## config.mk

```make
export PLATFORM = sky130hd
export DESIGN_NAME = bed_interval_line_parser
export DESIGN_NICKNAME = d
export VERILOG_FILES = /design/src/design/bilp_pkg.sv /design/src/design/bilp_front.sv /design/src/design/bilp_back.sv /design/src/design/bed_interval_line_parser.sv
export SDC_FILE = /design/constraint.sdc
export NUM_CORES = 1
export LEC_CHECK = 0
export BUFFER_PORTS_ARGS = -buffer_cell sky130_fd_sc_hd__buf_2
export CAP_MARGIN = 20
export CORE_MARGIN = 1
export CORE_UTILIZATION = 45
export CTS_CLUSTER_SIZE = 28
export DETAILED_ROUTE_END_ITERATION = 7
export GPL_ROUTABILITY_DRIVEN = 1
export PLACE_DENSITY = 0.63
export SYNTH_ARGS = -nofsm -noshare
export SYNTH_HDL_FRONTEND = slang
export SYNTH_SLANG_ARGS = --single-unit
```

## constraint.sdc

```tcl
create_clock -name clk_i -period 15.46 [get_ports clk_i]
set_input_delay 3.092 -clock clk_i [delete_from_list [all_inputs] [get_ports clk_i]]
set_output_delay 3.092 -clock clk_i [all_outputs]
set_load 0.005 [all_outputs]
```

## src/design/bilp_pkg.sv

```systemverilog
// Shared types and constants for the BED interval line parser.
`timescale 1ns / 1ps
`default_nettype none
package bilp_pkg;
  localparam int unsigned MaxLineBytes = 100000;
  localparam int unsigned MaxFields = 9;
  localparam int unsigned CoordBits = 40;
  localparam int unsigned PosW = 17;
  localparam int unsigned FldW = 4;
  localparam int unsigned CntW = 20;
  localparam int unsigned AccW = CoordBits + 1;
  localparam int unsigned QDepth = 4;
  localparam int unsigned QPtrW = 2;

  localparam logic [7:0] ChHash = 8'h23;
  localparam logic [7:0] ChPlus = 8'h2b;
  localparam logic [7:0] ChMinus = 8'h2d;
  localparam logic [7:0] ChTab = 8'h09;
  localparam logic [7:0] ChNl = 8'h0a;

  typedef enum logic [2:0] {
    ST_OK = 3'd0, ST_LONG = 3'd1, ST_FIELDS = 3'd2, ST_BAD = 3'd3,
    ST_RANGE = 3'd4, ST_NEG = 3'd5, ST_ORDER = 3'd6
  } status_e;

  typedef enum logic [2:0] {
    PH_SPACE = 3'd0, PH_SIGN = 3'd1, PH_DIGITS = 3'd2, PH_TAIL = 3'd3, PH_BAD = 3'd4
  } phase_e;

  typedef enum logic [1:0] {
    CL_DATA = 2'd0, CL_TAB = 2'd1, CL_NEWLINE = 2'd2
  } cls_e;

  // classified word passed from front to back
  typedef struct packed {
    logic [7:0] data;
    cls_e       cls;
    logic       last;
    logic       digit;
    logic       space;
    logic       sign;
  } word_t;
endpackage
`default_nettype wire

```

## src/design/bilp_front.sv

```systemverilog
// Front end: accepts bytes, classifies them and queues them for the back end.
`timescale 1ns / 1ps
`default_nettype none
module bilp_front (
  input  wire logic          clk_i,
  input  wire logic          rst_ni,
  input  wire logic          in_valid,
  output logic               in_ready,
  input  wire logic [7:0]    data_byte_i,
  input  wire logic          end_of_content_i,
  output logic               q_valid_o,
  input  wire logic          q_ready_i,
  output bilp_pkg::word_t    q_word_o
);
  bilp_pkg::word_t mem_q [bilp_pkg::QDepth];
  logic [bilp_pkg::QPtrW-1:0] wr_q, rd_q;
  logic [bilp_pkg::QPtrW:0]   cnt_q;
  bilp_pkg::word_t w;
  logic push, pop;

  always_comb begin
    w.data = data_byte_i;
    w.last = end_of_content_i;
    w.digit = (data_byte_i >= 8'h30) && (data_byte_i <= 8'h39);
    w.space = (data_byte_i == 8'h20) || (data_byte_i == 8'h0b) ||
              (data_byte_i == 8'h0c) || (data_byte_i == 8'h0d);
    w.sign = (data_byte_i == bilp_pkg::ChPlus) || (data_byte_i == bilp_pkg::ChMinus);
    if (data_byte_i == bilp_pkg::ChNl) w.cls = bilp_pkg::CL_NEWLINE;
    else if (data_byte_i == bilp_pkg::ChTab) w.cls = bilp_pkg::CL_TAB;
    else w.cls = bilp_pkg::CL_DATA;
  end

  assign in_ready = (cnt_q != (bilp_pkg::QPtrW+1)'(bilp_pkg::QDepth));
  assign q_valid_o = (cnt_q != '0);
  assign push = in_valid && in_ready;
  assign pop = q_valid_o && q_ready_i;
  assign q_word_o = mem_q[rd_q];

  always_ff @(posedge clk_i) begin
    if (push) mem_q[wr_q] <= w;
  end

  always_ff @(posedge clk_i or negedge rst_ni) begin
    if (!rst_ni) begin
      wr_q <= '0;
      rd_q <= '0;
      cnt_q <= '0;
    end else begin
      if (push) wr_q <= wr_q + 1'b1;
      if (pop) rd_q <= rd_q + 1'b1;
      if (push && !pop) cnt_q <= cnt_q + 1'b1;
      else if (pop && !push) cnt_q <= cnt_q - 1'b1;
    end
  end

  a_cnt_max: assert property (@(posedge clk_i) disable iff (!rst_ni)
    cnt_q <= (bilp_pkg::QPtrW+1)'(bilp_pkg::QDepth)) else $error("queue overfill");
  a_push_cnt: assert property (@(posedge clk_i) disable iff (!rst_ni)
    (push && !pop) |=> cnt_q == $past(cnt_q) + 1'b1) else $error("push not counted");
  a_empty: assert property (@(posedge clk_i) disable iff (!rst_ni)
    (cnt_q == '0) |-> !pop) else $error("pop from empty queue");
endmodule
`default_nettype wire

```

## src/design/bilp_back.sv

```systemverilog
// Back end: per-line field tracking, number parsing and record output.
`timescale 1ns / 1ps
`default_nettype none
module bilp_back (
  input  wire logic          clk_i,
  input  wire logic          rst_ni,
  input  wire logic [3:0]    expected_fields_i,
  input  wire logic          q_valid_i,
  output logic               q_ready_o,
  input  bilp_pkg::word_t    q_word_i,
  output logic               out_valid,
  input  wire logic          out_ready,
  output logic [2:0]         status_o,
  output logic [19:0]        line_index_o,
  output logic [39:0]        interval_start_o,
  output logic [39:0]        interval_end_o,
  output logic signed [1:0]  strand_o,
  output logic [16:0]        chrom_offset_o,
  output logic [16:0]        chrom_length_o,
  output logic               has_name_o,
  output logic [16:0]        name_offset_o,
  output logic [16:0]        name_length_o,
  output logic [3:0]         fields_seen_o
);
  localparam int unsigned AW = bilp_pkg::AccW;
  localparam logic [AW-1:0] Lim = AW'(1) << bilp_pkg::CoordBits;
  localparam logic [AW-1:0] Cmax = Lim - AW'(1);

  logic [16:0] pos_q, pos_d;
  logic [3:0]  fld_q, fld_d;
  logic        in_q, in_d, com_q, com_d, neg_q, neg_d;
  bilp_pkg::phase_e ph_q, ph_d;
  logic [AW-1:0] sa_q, sa_d, ea_q, ea_d;
  logic [2:0]  pe_q, pe_d;
  logic signed [1:0] str_q, str_d;
  logic [16:0] co_q, co_d, cl_q, cl_d, no_q, no_d, nl_q, nl_d;
  logic [19:0] lc_q, lc_d;
  logic        ov_q;
  logic [2:0]  os_q;
  logic [19:0] oi_q;
  logic [39:0] ost_q, oen_q;
  logic signed [1:0] ostr_q;
  logic [16:0] oco_q, ocl_q, ono_q, onl_q;
  logic        ohn_q;
  logic [3:0]  ofs_q;

  logic take, emit;
  bilp_pkg::word_t w;
  logic [3:0] cur;
  logic [AW-1:0] acc, acc_n;
  logic [AW+3:0] prod;
  logic [3:0] dv;
  logic [2:0] st;
  logic fin;

  assign w = q_word_i;
  assign q_ready_o = !ov_q || out_ready;
  assign take = q_valid_i && q_ready_o;

  // finish_number on a closed field (pre-feed state on tab, post-feed at EOL)
  function automatic logic [2:0] fin_code(bilp_pkg::phase_e ph, logic ng, logic [AW-1:0] a);
    logic [2:0] c;
    if (ph == bilp_pkg::PH_DIGITS)
      c = (a > Cmax) ? bilp_pkg::ST_RANGE : ((ng && a != '0) ? bilp_pkg::ST_NEG : bilp_pkg::ST_OK);
    else if (ph == bilp_pkg::PH_TAIL)
      c = (a > Cmax) ? bilp_pkg::ST_RANGE : bilp_pkg::ST_BAD;
    else c = bilp_pkg::ST_BAD;
    return c;
  endfunction

  function automatic logic [2:0] merge(logic [2:0] pe, logic [2:0] c);
    logic [2:0] r;
    r = pe;
    if ((c == bilp_pkg::ST_BAD || c == bilp_pkg::ST_RANGE) &&
        (pe == bilp_pkg::ST_OK || pe == bilp_pkg::ST_NEG)) r = c;
    else if (c == bilp_pkg::ST_NEG && pe == bilp_pkg::ST_OK) r = bilp_pkg::ST_NEG;
    return r;
  endfunction

  always_comb begin
    pos_d = pos_q; fld_d = fld_q; in_d = in_q; com_d = com_q; neg_d = neg_q;
    ph_d = ph_q; sa_d = sa_q; ea_d = ea_q; pe_d = pe_q; str_d = str_q;
    co_d = co_q; cl_d = cl_q; no_d = no_q; nl_d = nl_q; lc_d = lc_q;
    cur = '0; acc = '0; acc_n = '0; prod = '0; dv = w.data[3:0]; fin = 1'b0;
    emit = 1'b0; st = bilp_pkg::ST_OK;
    if (w.cls != bilp_pkg::CL_NEWLINE) begin
      if (pos_q <= 17'(bilp_pkg::MaxLineBytes)) pos_d = pos_q + 1'b1;
      if (pos_q == '0 && w.data == bilp_pkg::ChHash) com_d = 1'b1;
      if (!com_d) begin
        if (w.cls == bilp_pkg::CL_TAB) begin
          fin = in_q;
          in_d = 1'b0;
        end else if (in_q || fld_q < 4'(bilp_pkg::MaxFields)) begin
          if (!in_q) begin
            cur = fld_q;
            fld_d = fld_q + 1'b1;
            in_d = 1'b1;
            if (cur == 4'd0) begin co_d = pos_q; cl_d = '0; end
            if (cur == 4'd3) begin no_d = pos_q; nl_d = '0; end
            if (cur == 4'd5)
              str_d = (w.data == bilp_pkg::ChPlus) ? 2'sd1 :
                      ((w.data == bilp_pkg::ChMinus) ? -2'sd1 : 2'sd0);
            if (cur == 4'd1 || cur == 4'd2) begin ph_d = bilp_pkg::PH_SPACE; neg_d = 1'b0; end
          end
          cur = fld_d - 1'b1;
          if (cur == 4'd0) cl_d = cl_d + 1'b1;
          else if (cur == 4'd3) nl_d = nl_d + 1'b1;
          else if (cur == 4'd1 || cur == 4'd2) begin
            acc = (cur == 4'd1) ? sa_q : ea_q;
            acc_n = acc;
            case (ph_d)
              bilp_pkg::PH_SPACE: begin
                if (w.space) ;
                else if (w.sign) begin
                  ph_d = bilp_pkg::PH_SIGN; neg_d = (w.data == bilp_pkg::ChMinus);
                end else if (!w.digit) ph_d = bilp_pkg::PH_BAD;
                else ph_d = bilp_pkg::PH_DIGITS;
              end
              bilp_pkg::PH_SIGN:
                ph_d = w.digit ? bilp_pkg::PH_DIGITS : bilp_pkg::PH_BAD;
              bilp_pkg::PH_DIGITS:
                if (!w.digit) ph_d = bilp_pkg::PH_TAIL;
              bilp_pkg::PH_TAIL: ;
              default: ph_d = bilp_pkg::PH_BAD;
            endcase
            if (w.digit && ph_d == bilp_pkg::PH_DIGITS) begin
              // saturate once ten times the value plus the digit passes the limit
              prod = ({4'd0, acc} << 3) + ({4'd0, acc} << 1) + (AW+4)'(dv);
              if (acc >= Lim || prod > (AW+4)'(Lim)) acc_n = Lim;
              else acc_n = prod[AW-1:0];
            end
            if (cur == 4'd1) sa_d = acc_n; else ea_d = acc_n;
          end
        end
      end
    end
    if (fin) begin
      if (fld_q == 4'd2) pe_d = merge(pe_q, fin_code(ph_q, neg_q, sa_q));
      else if (fld_q == 4'd3) pe_d = merge(pe_q, fin_code(ph_q, neg_q, ea_q));
    end
    if (w.cls == bilp_pkg::CL_NEWLINE || w.last) begin
      if (pos_d != '0) begin
        lc_d = lc_q + 1'b1;
        if (!com_d) begin
          emit = 1'b1;
          if (in_d) begin
            if (fld_d == 4'd2) pe_d = merge(pe_d, fin_code(ph_d, neg_d, sa_d));
            else if (fld_d == 4'd3) pe_d = merge(pe_d, fin_code(ph_d, neg_d, ea_d));
          end
          if (pos_d > 17'(bilp_pkg::MaxLineBytes)) st = bilp_pkg::ST_LONG;
          else if (expected_fields_i < 4'd3 || expected_fields_i > 4'(bilp_pkg::MaxFields) ||
                   fld_d != expected_fields_i) st = bilp_pkg::ST_FIELDS;
          else if (pe_d != '0) st = pe_d;
          else st = (sa_d >= ea_d) ? bilp_pkg::ST_ORDER : bilp_pkg::ST_OK;
        end
      end
    end
  end

  wire logic ok_full = (st == bilp_pkg::ST_OK) || (st >= bilp_pkg::ST_RANGE);
  wire logic eol = (w.cls == bilp_pkg::CL_NEWLINE) || w.last;

  always_ff @(posedge clk_i) begin
    if (take && emit) begin
      os_q <= st;
      oi_q <= lc_q;
      ofs_q <= (st == bilp_pkg::ST_LONG) ? 4'd0 : fld_d;
      ost_q <= ok_full ? ((sa_d > Cmax) ? Cmax[39:0] : sa_d[39:0]) : '0;
      oen_q <= ok_full ? ((ea_d > Cmax) ? Cmax[39:0] : ea_d[39:0]) : '0;
      ostr_q <= ok_full ? str_d : 2'sd0;
      oco_q <= ok_full ? co_d : '0;
      ocl_q <= ok_full ? cl_d : '0;
      ohn_q <= ok_full && (fld_d >= 4'd4);
      ono_q <= (ok_full && fld_d >= 4'd4) ? no_d : '0;
      onl_q <= (ok_full && fld_d >= 4'd4) ? nl_d : '0;
    end
  end

  always_ff @(posedge clk_i or negedge rst_ni) begin
    if (!rst_ni) begin
      pos_q <= '0; fld_q <= '0; in_q <= 1'b0; com_q <= 1'b0; neg_q <= 1'b0;
      ph_q <= bilp_pkg::PH_SPACE; sa_q <= '0; ea_q <= '0; pe_q <= '0;
      str_q <= '0; co_q <= '0; cl_q <= '0; no_q <= '0; nl_q <= '0; lc_q <= '0;
      ov_q <= 1'b0;
    end else begin
      if (out_ready) ov_q <= 1'b0;
      if (take) begin
        if (emit) ov_q <= 1'b1;
        lc_q <= lc_d;
        if (eol) begin
          pos_q <= '0; fld_q <= '0; in_q <= 1'b0; com_q <= 1'b0; neg_q <= 1'b0;
          ph_q <= bilp_pkg::PH_SPACE; sa_q <= '0; ea_q <= '0; pe_q <= '0;
          str_q <= '0; co_q <= '0; cl_q <= '0; no_q <= '0; nl_q <= '0;
        end else begin
          pos_q <= pos_d; fld_q <= fld_d; in_q <= in_d; com_q <= com_d; neg_q <= neg_d;
          ph_q <= ph_d; sa_q <= sa_d; ea_q <= ea_d; pe_q <= pe_d; str_q <= str_d;
          co_q <= co_d; cl_q <= cl_d; no_q <= no_d; nl_q <= nl_d;
        end
      end
    end
  end

  assign out_valid = ov_q;
  assign status_o = os_q;
  assign line_index_o = oi_q;
  assign interval_start_o = ost_q;
  assign interval_end_o = oen_q;
  assign strand_o = ostr_q;
  assign chrom_offset_o = oco_q;
  assign chrom_length_o = ocl_q;
  assign has_name_o = ohn_q;
  assign name_offset_o = ono_q;
  assign name_length_o = onl_q;
  assign fields_seen_o = ofs_q;

  a_fld: assert property (@(posedge clk_i) disable iff (!rst_ni)
    fld_q <= 4'(bilp_pkg::MaxFields)) else $error("field count overrun");
  a_stall: assert property (@(posedge clk_i) disable iff (!rst_ni)
    (ov_q && !out_ready) |-> !take) else $error("took word while output blocked");
  a_pos: assert property (@(posedge clk_i) disable iff (!rst_ni)
    pos_q <= 17'(bilp_pkg::MaxLineBytes + 1)) else $error("line position overrun");
endmodule
`default_nettype wire

```

## src/design/bed_interval_line_parser.sv

```systemverilog
// Top level of the BED interval line parser.
// A line's ending byte is queued; the back end takes it and registers out_valid.
// Throughput: one byte per cycle unless the queue is full; the back end processes
// one queued word each cycle unless its output is stalled. A four-entry queue
// between front and back absorbs output stalls. Reset (rst_ni low, asynchronous)
// clears line state, line counter and queue; expected_fields returns to 3.
`timescale 1ns / 1ps
`default_nettype none
module bed_interval_line_parser (
  input  wire logic         clk_i,
  input  wire logic         rst_ni,
  input  wire logic         cfg_valid,
  output logic              cfg_ready,
  input  wire logic [3:0]   expected_fields_i,
  input  wire logic         in_valid,
  output logic              in_ready,
  input  wire logic [7:0]   data_byte_i,
  input  wire logic         end_of_content_i,
  output logic              out_valid,
  input  wire logic         out_ready,
  output logic [2:0]        status_o,
  output logic [19:0]       line_index_o,
  output logic [39:0]       interval_start_o,
  output logic [39:0]       interval_end_o,
  output logic signed [1:0] strand_o,
  output logic [16:0]       chrom_offset_o,
  output logic [16:0]       chrom_length_o,
  output logic              has_name_o,
  output logic [16:0]       name_offset_o,
  output logic [16:0]       name_length_o,
  output logic [3:0]        fields_seen_o
);
  logic [3:0] exp_q;
  logic q_valid, q_ready;
  bilp_pkg::word_t q_word;

  assign cfg_ready = 1'b1;
  always_ff @(posedge clk_i or negedge rst_ni) begin
    if (!rst_ni) exp_q <= 4'd3;
    else if (cfg_valid) exp_q <= expected_fields_i;
  end

  bilp_front u_front (
    .clk_i, .rst_ni, .in_valid, .in_ready, .data_byte_i, .end_of_content_i,
    .q_valid_o(q_valid), .q_ready_i(q_ready), .q_word_o(q_word)
  );

  bilp_back u_back (
    .clk_i, .rst_ni, .expected_fields_i(exp_q),
    .q_valid_i(q_valid), .q_ready_o(q_ready), .q_word_i(q_word),
    .out_valid, .out_ready, .status_o, .line_index_o, .interval_start_o,
    .interval_end_o, .strand_o, .chrom_offset_o, .chrom_length_o, .has_name_o,
    .name_offset_o, .name_length_o, .fields_seen_o
  );
endmodule
`default_nettype wire
```

# == Word level (Yosys, flattened, before mapping) ==
# Memory sizes are Yosys's and may differ from the RTL's.
# Index checks and enable logic that the tools add are counted.
# op_classes
n_reduce_logical,59
addsub,12
magnitude_cmp,16
n_mux,208
eq_ne,48
# ops
operator,count
2-to-1 mux 41 bit,21
2-to-1 mux 17 bit,42
2-to-1 mux 3 bit,88
> comparator 41 x 40 -> 1 bit (second input constant),4
nonzero test 41 bit,4
2-to-1 mux 40 bit,2
adder 17 x 1 -> 17 bit (second input constant),3
equality test 8 x 6 -> 1 bit (second input constant),6
adder 44 x 42 -> 45 bit,1
adder 45 x 4 -> 45 bit,1
> comparator 45 x 41 -> 1 bit (second input constant),1
greater-or-equal comparator 41 bit,1
greater-or-equal comparator 41 bit (second input constant),1
equality test 8 x 4 -> 1 bit (second input constant),5
2-to-1 mux 4 bit,10
2-to-1 mux 1 bit,34
equality test 3 x 2 -> 1 bit (second input constant),11
equality test 3 bit (second input constant),10
equality test 4 x 2 -> 1 bit (second input constant),6
logical AND 1 bit,21
adder 20 x 1 -> 20 bit (second input constant),1
2-to-1 mux 2 bit,10
logical OR 1 bit,19
> comparator 17 bit (second input constant),1
30 further kinds,40
# word_totals
reg_bits,392
mem_bits_rw,56
output_inout_bits,181
word_cells,375
memories,1
inputBits,18
# mem_list
memory,depth,word_bits,read_ports,rd_ports_with_merged_regs,write_ports,line_no,source
u_front.mem_q,4,14,1,0,1,bilp_front.sv:15,bilp_pkg::word_t mem_q [bilp_pkg::QDepth];

# == Longest topological paths before layout ==
# depth
depth_word,59
ltp_mapped,44
mapped_depth_nobuf,39

# == By module ==
# A second synthesis with hierarchy kept.
# hier_totals
cells_unflattened,2781
hier_area_um2,27861.7
# modules_own_cells
mod,seq_area_each_um2,n_inst,cells_each,area_per_inst_um2
bilp_back,10425.0,1,2648,25170.4
bilp_front,1856.8,1,123,2532.4
bed_interval_line_parser,102.6,1,10,158.9

# == Worst setup path after synthesis ==
# No wires, ideal clock.
# synth_path
path_kind,register -> register
from,register u_back.fld_q[0]
to,"register u_back.ofs_q[0], in the netlist u_back.fields_seen_o[0] (data pin)"
n_path_buf,8
t_arrival_ns,10.090
setup_ns,0.274
slack_ns,5.096
synth_period_minus_slack_ns,10.364
t_required_ns,15.186
path_stages_with_launch,45
cell_sequence,dfrtp_1 clkbuf_1 inv_1 ha_1 and4b_1 nand2b_1 o211ai_1 clkbuf_1 buf_1 clkbuf_1 buf_1 clkbuf_1 nand2_1 nand2_1 ha_1 ha_1 fa_1 a211oi_1 (+9 left out) clkbuf_1 a22oi_1 ha_1 nor2b_1 o21a_1 o21a_1 o21ai_0 a21oi_1 o31ai_1 a21oi_1 o31ai_1 a21oi_1 o21bai_1 a31oi_1 a211o_1 and4_1 a222oi_1 a21oi_1
# synth_between
elab_chain_cells,57
word_cells_on_any_way,162
cone_classes,4 x add/sub; 6 x order compare; 23 x eq/ne; 108 x mux; 21 x reduce/logical
# synth_lines
element,line_no,source
"start, declared",bilp_back.sv:30,"logic [3:0] fld_q, fld_d;"
"start signal, assigned",bilp_back.sv:195,pos_q <= pos_d; fld_q <= fld_d; in_q <= in_d; com_q <= com_d; neg_q <= neg_d;
branches (longest 57 deep; another with adder 44 x 42 -> 45 bit),-,
"end signal, assigned",bilp_back.sv:167,ofs_q <= (st == bilp_pkg::ST_LONG) ? 4'd0 : fld_d;
"end, declared",bilp_back.sv:45,logic [3:0] ofs_q;
# Parallel ways; which one is timed is not known. The select of a mux whose other input is x is not followed.
# A chain may end at the register's enable or synchronous reset.

# == Final worst setup path ==
# layout_path
from,register u_back.fld_q[0]
to,"register u_back.ofs_q[1], in the netlist u_back.fields_seen_o[1] (data pin)"
# The elaborated chain is that of the path after synthesis.

==> reports/qor.yml <==
layout:
  n_antenna_cell: 0
  nets: 3101
  drive_gt1_share_pct: 12.8
  fin_cells: 3757
  utilization_pct: 51.1
  area_growth_pct: 12.3
  final_cell_mix: "nand2_1, o21ai_0, edfxtp_1"
  mostFrequentLayoutCell: "nand2_1"
synthesis:
  syn_nets: 2985
  synth_top_area_share_pct: 26.2
  ys.flop_type: "edfxtp_1"
  yosysWarnings: 0
  synthTopCellsByArea: "edfxtp_1, dfrtp_1, ha_1"
  async_reset_ff_share_pct: 47.8
  yosysTopAreaCell: "edfxtp_1"
  synth-seq-cells: 448
  synthesis.instances: 2827
  synth_edf_count: 234
  ys_seq_area_share_pct: 46.1
  yosysUniqueCellTypes: 92
  syn_area_sq_um: 26900
  syn-mean-instance-area_sq_um: 9.50
critical_path:
  cpPeakStageDelay_ns: 0.70
  arrival_ns: 12.68
  cp_slowest_cell: "inv_1"
  worstPathMaxFanout: 47
  crit_family: "compound AO/OA/AOI/OAI gates"
  crit_path_frequent_cell: "a21oi_1"
  r2r_setup_slack_ns: 3.08
  cp-end-kind: "flop"
  start_kind: "flop"
  cp.required_ns: 15.76
  cp_num_buf_inv: 3
  critPathKind: "reg2reg"
global_route:
  grtUsageTotal_pct: 29.1
  grt_pass1_vias: 22000
  grt_start_max_net_pins: 100
  overflow: 0
  antenna_found_initial: 1
  grt_pass1_wl_microns: 135000
pwr:
  p_switching_mw: 2.52
  irDropWorstVdd_mv: 0.262
  comb_power_share_pct: 45.0
  power.density_nw_per_um2: 188
  switching_share_pct: 44.6
  p_int_mw: 3.13
  p_leak_nw: 12.6
  total_power_mw: 5.66
  pwr-share-seq_pct: 33.5
  power_frac_clock_pct: 21.4
floorplanning:
  core_area_sq_um: 59000
  fp-row-count: 89
  die_w_microns: 246
  start_util_pct: 45.5
  dieArea_sq_um: 60700
  fp.dieH_microns: 246
  io-pin-count: 199
route:
  drtIter0Drc: 2309
  drt_drc_violations_left: 0
  routed_via_density: 6.27
  dr.pass1.iters: 6
  wirelength_microns: 90000
  wl_per_cell_microns: 23.9
  via_count: 23500
  drtAntennaViolNets: 0
clock_network:
  post_cts_resized: 0
  cts_buffers: 49
  clock_latency_ns: 0.61
  path_clk_slew_ns: 0.07
  htree_levels: 2
  cts_sinks: 448
  cts_tree: "yes"
  postCtsHoldBufs: 0
  root_buffer: "clkbuf_16"
  cts_setup_buffers: 0
  clockBufferDepth: 3
sta:
  final.setup.tns_ns: 0
  clock.fmax_mhz: 80.8
  tightestPinTransition_ns: 1.20
  clock_skew_ns: 0.0252
  final_hold_viol_count: 0
  timing.final.crit_share_pct: 80.1
  whs_ns: 0.493
  slew_headroom_pct: 19.5
  finalCriticalPeriod_ns: 12.38
  final-setup-viol-count: 0
  drv_slew: 0
  rsz0062_at_grt: "false"
min_path:
  hold_class: "reg2reg"
placement:
  place_inst: 3663
  place.gp.congestion: 1.04
  hpwl_microns: 65800
  port-buffer-count: 197
run:
  drv_cap: 0
run_status:
  status: "complete, no violations"
[final timing paths]
check | from | to | cells after the start
min in group asynchronous | rst_ni | u_back.no_q[8] | 1
worst min register to register | u_back.lc_q[9] | u_back.line_index_o[9] | 0
worst max register to register | u_back.fld_q[0] | u_back.fields_seen_o[1] | 40
worst min-delay path | u_back.lc_q[9] | u_back.line_index_o[9] | 0
worst max-delay path | u_back.fld_q[0] | u_back.fields_seen_o[1] | 40
max in group asynchronous | rst_ni | u_back.ea_q[30] | 3
[power by group through the flow]
stage	clock [mW]	sequential, mW	combinational (mW)
after detailed placement	0	1.92	2.51
after global placement	0	1.91	2.48
after CTS	1.23	1.90	2.52
final	1.21	1.90	2.55
after global routing	1.27	1.93	2.74
after floorplan	0	1.93	1.52
[cell type report]
class	count	area [sq um]
multi-input cells	2139	13600
clock inverters	23	263
fillers	5387	28900
clock buffers	69	1410
inverters	69	267
well taps	773	967
repair buffers	236	1290
flip-flops and latches	448	12400
[sequential cells by signal (all words and copies together) (netlist names), 17 cells and up]
register / count
u_back.ea_q: 41
u_back.chrom_length_o: 17
u_back.lc_q: 20
u_back.line_index_o: 20
u_back.nl_q: 17
u_back.name_length_o: 17
u_back.interval_start_o: 40
u_back.name_offset_o: 17
u_front.mem_q: 56
u_back.co_q: 17
u_back.sa_q: 41
u_back.interval_end_o: 40
u_back.pos_q: 17
u_back.cl_q: 17
u_back.no_q: 17
u_back.chrom_offset_o: 17
[stage by stage]
stage	setup WS (ns)	cell area, sq um
after CTS	3.51	30100
after floorplan	5.10	26900
final	3.08	30200
after detailed placement	3.59	28500
after global placement	3.88	28500
after global routing	2.54	30200
[cells by family (layout without fill, tap and decap cells)]
kind of cell,Yosys count,count (layout),synth area share (%)
adders and majority gates,140,140,6.58
muxes,60,60,2.77
other,1,1,0.0140
and+or+nand+nor,995,995,17.7
buffers and inverters,240,397,3.57
AOI/OAI and AO/OA,857,857,20.4
DFF,448,448,46.1
xor gates and xnor gates,86,86,2.80
[synth_stat cells (8+ instances only)]
| cell | number |
|---|---|
| o22ai_1 | 10 |
| nor2b_1 | 24 |
| nor4_1 | 30 |
| nor3b_1 | 11 |
| mux2_2 | 14 |
| buf_2 | 10 |
| a21oi_1 | 218 |
| inv_1 | 68 |
| or3_1 | 12 |
| xnor2_1 | 53 |
| mux4_2 | 10 |
| nor3_1 | 84 |
| and2_1 | 31 |
| buf_4 | 10 |
| nand3_1 | 51 |
| a21boi_0 | 10 |
| nor2_1 | 169 |
| mux2i_1 | 36 |
| a2111oi_0 | 9 |
| o31ai_1 | 25 |
| xor2_1 | 33 |
| a211oi_1 | 18 |
| o21bai_1 | 8 |
| a31oi_1 | 29 |
| or2_2 | 9 |
| buf_1 | 9 |
| and4_1 | 20 |
| edfxtp_1 | 234 |
| clkbuf_1 | 141 |
| nand4_1 | 50 |
| and3_1 | 34 |
| nand2b_1 | 14 |
| a211o_1 | 8 |
| a22oi_1 | 28 |
| nand2_1 | 413 |
| ha_1 | 138 |
| dfrtp_1 | 212 |
| o211ai_1 | 22 |
| o21ai_0 | 263 |
| nor4b_1 | 8 |
| or4_1 | 9 |
| o21a_1 | 17 |
| a22o_1 | 80 |
| a21o_1 | 31 |
[per-layer routing]
| layer | vias to the layer above | part of all wire, % | GRT usage, % | wire [microns] |
|---|---|---|---|---|
| li1 | 10700 | - | - | - |
| met1 | 11500 | 44 | 41.7 | 39900 |
| met2 | 1104 | 45 | 44.9 | 40400 |
| met3 | 155 | 7.6 | 4.31 | 6820 |
| met4 | 0 | 3.2 | 9.79 | 2880 |
| met5 | - | 0 | 0 | 0 |
No activity file was read; power rests on OpenSTA's default activity.
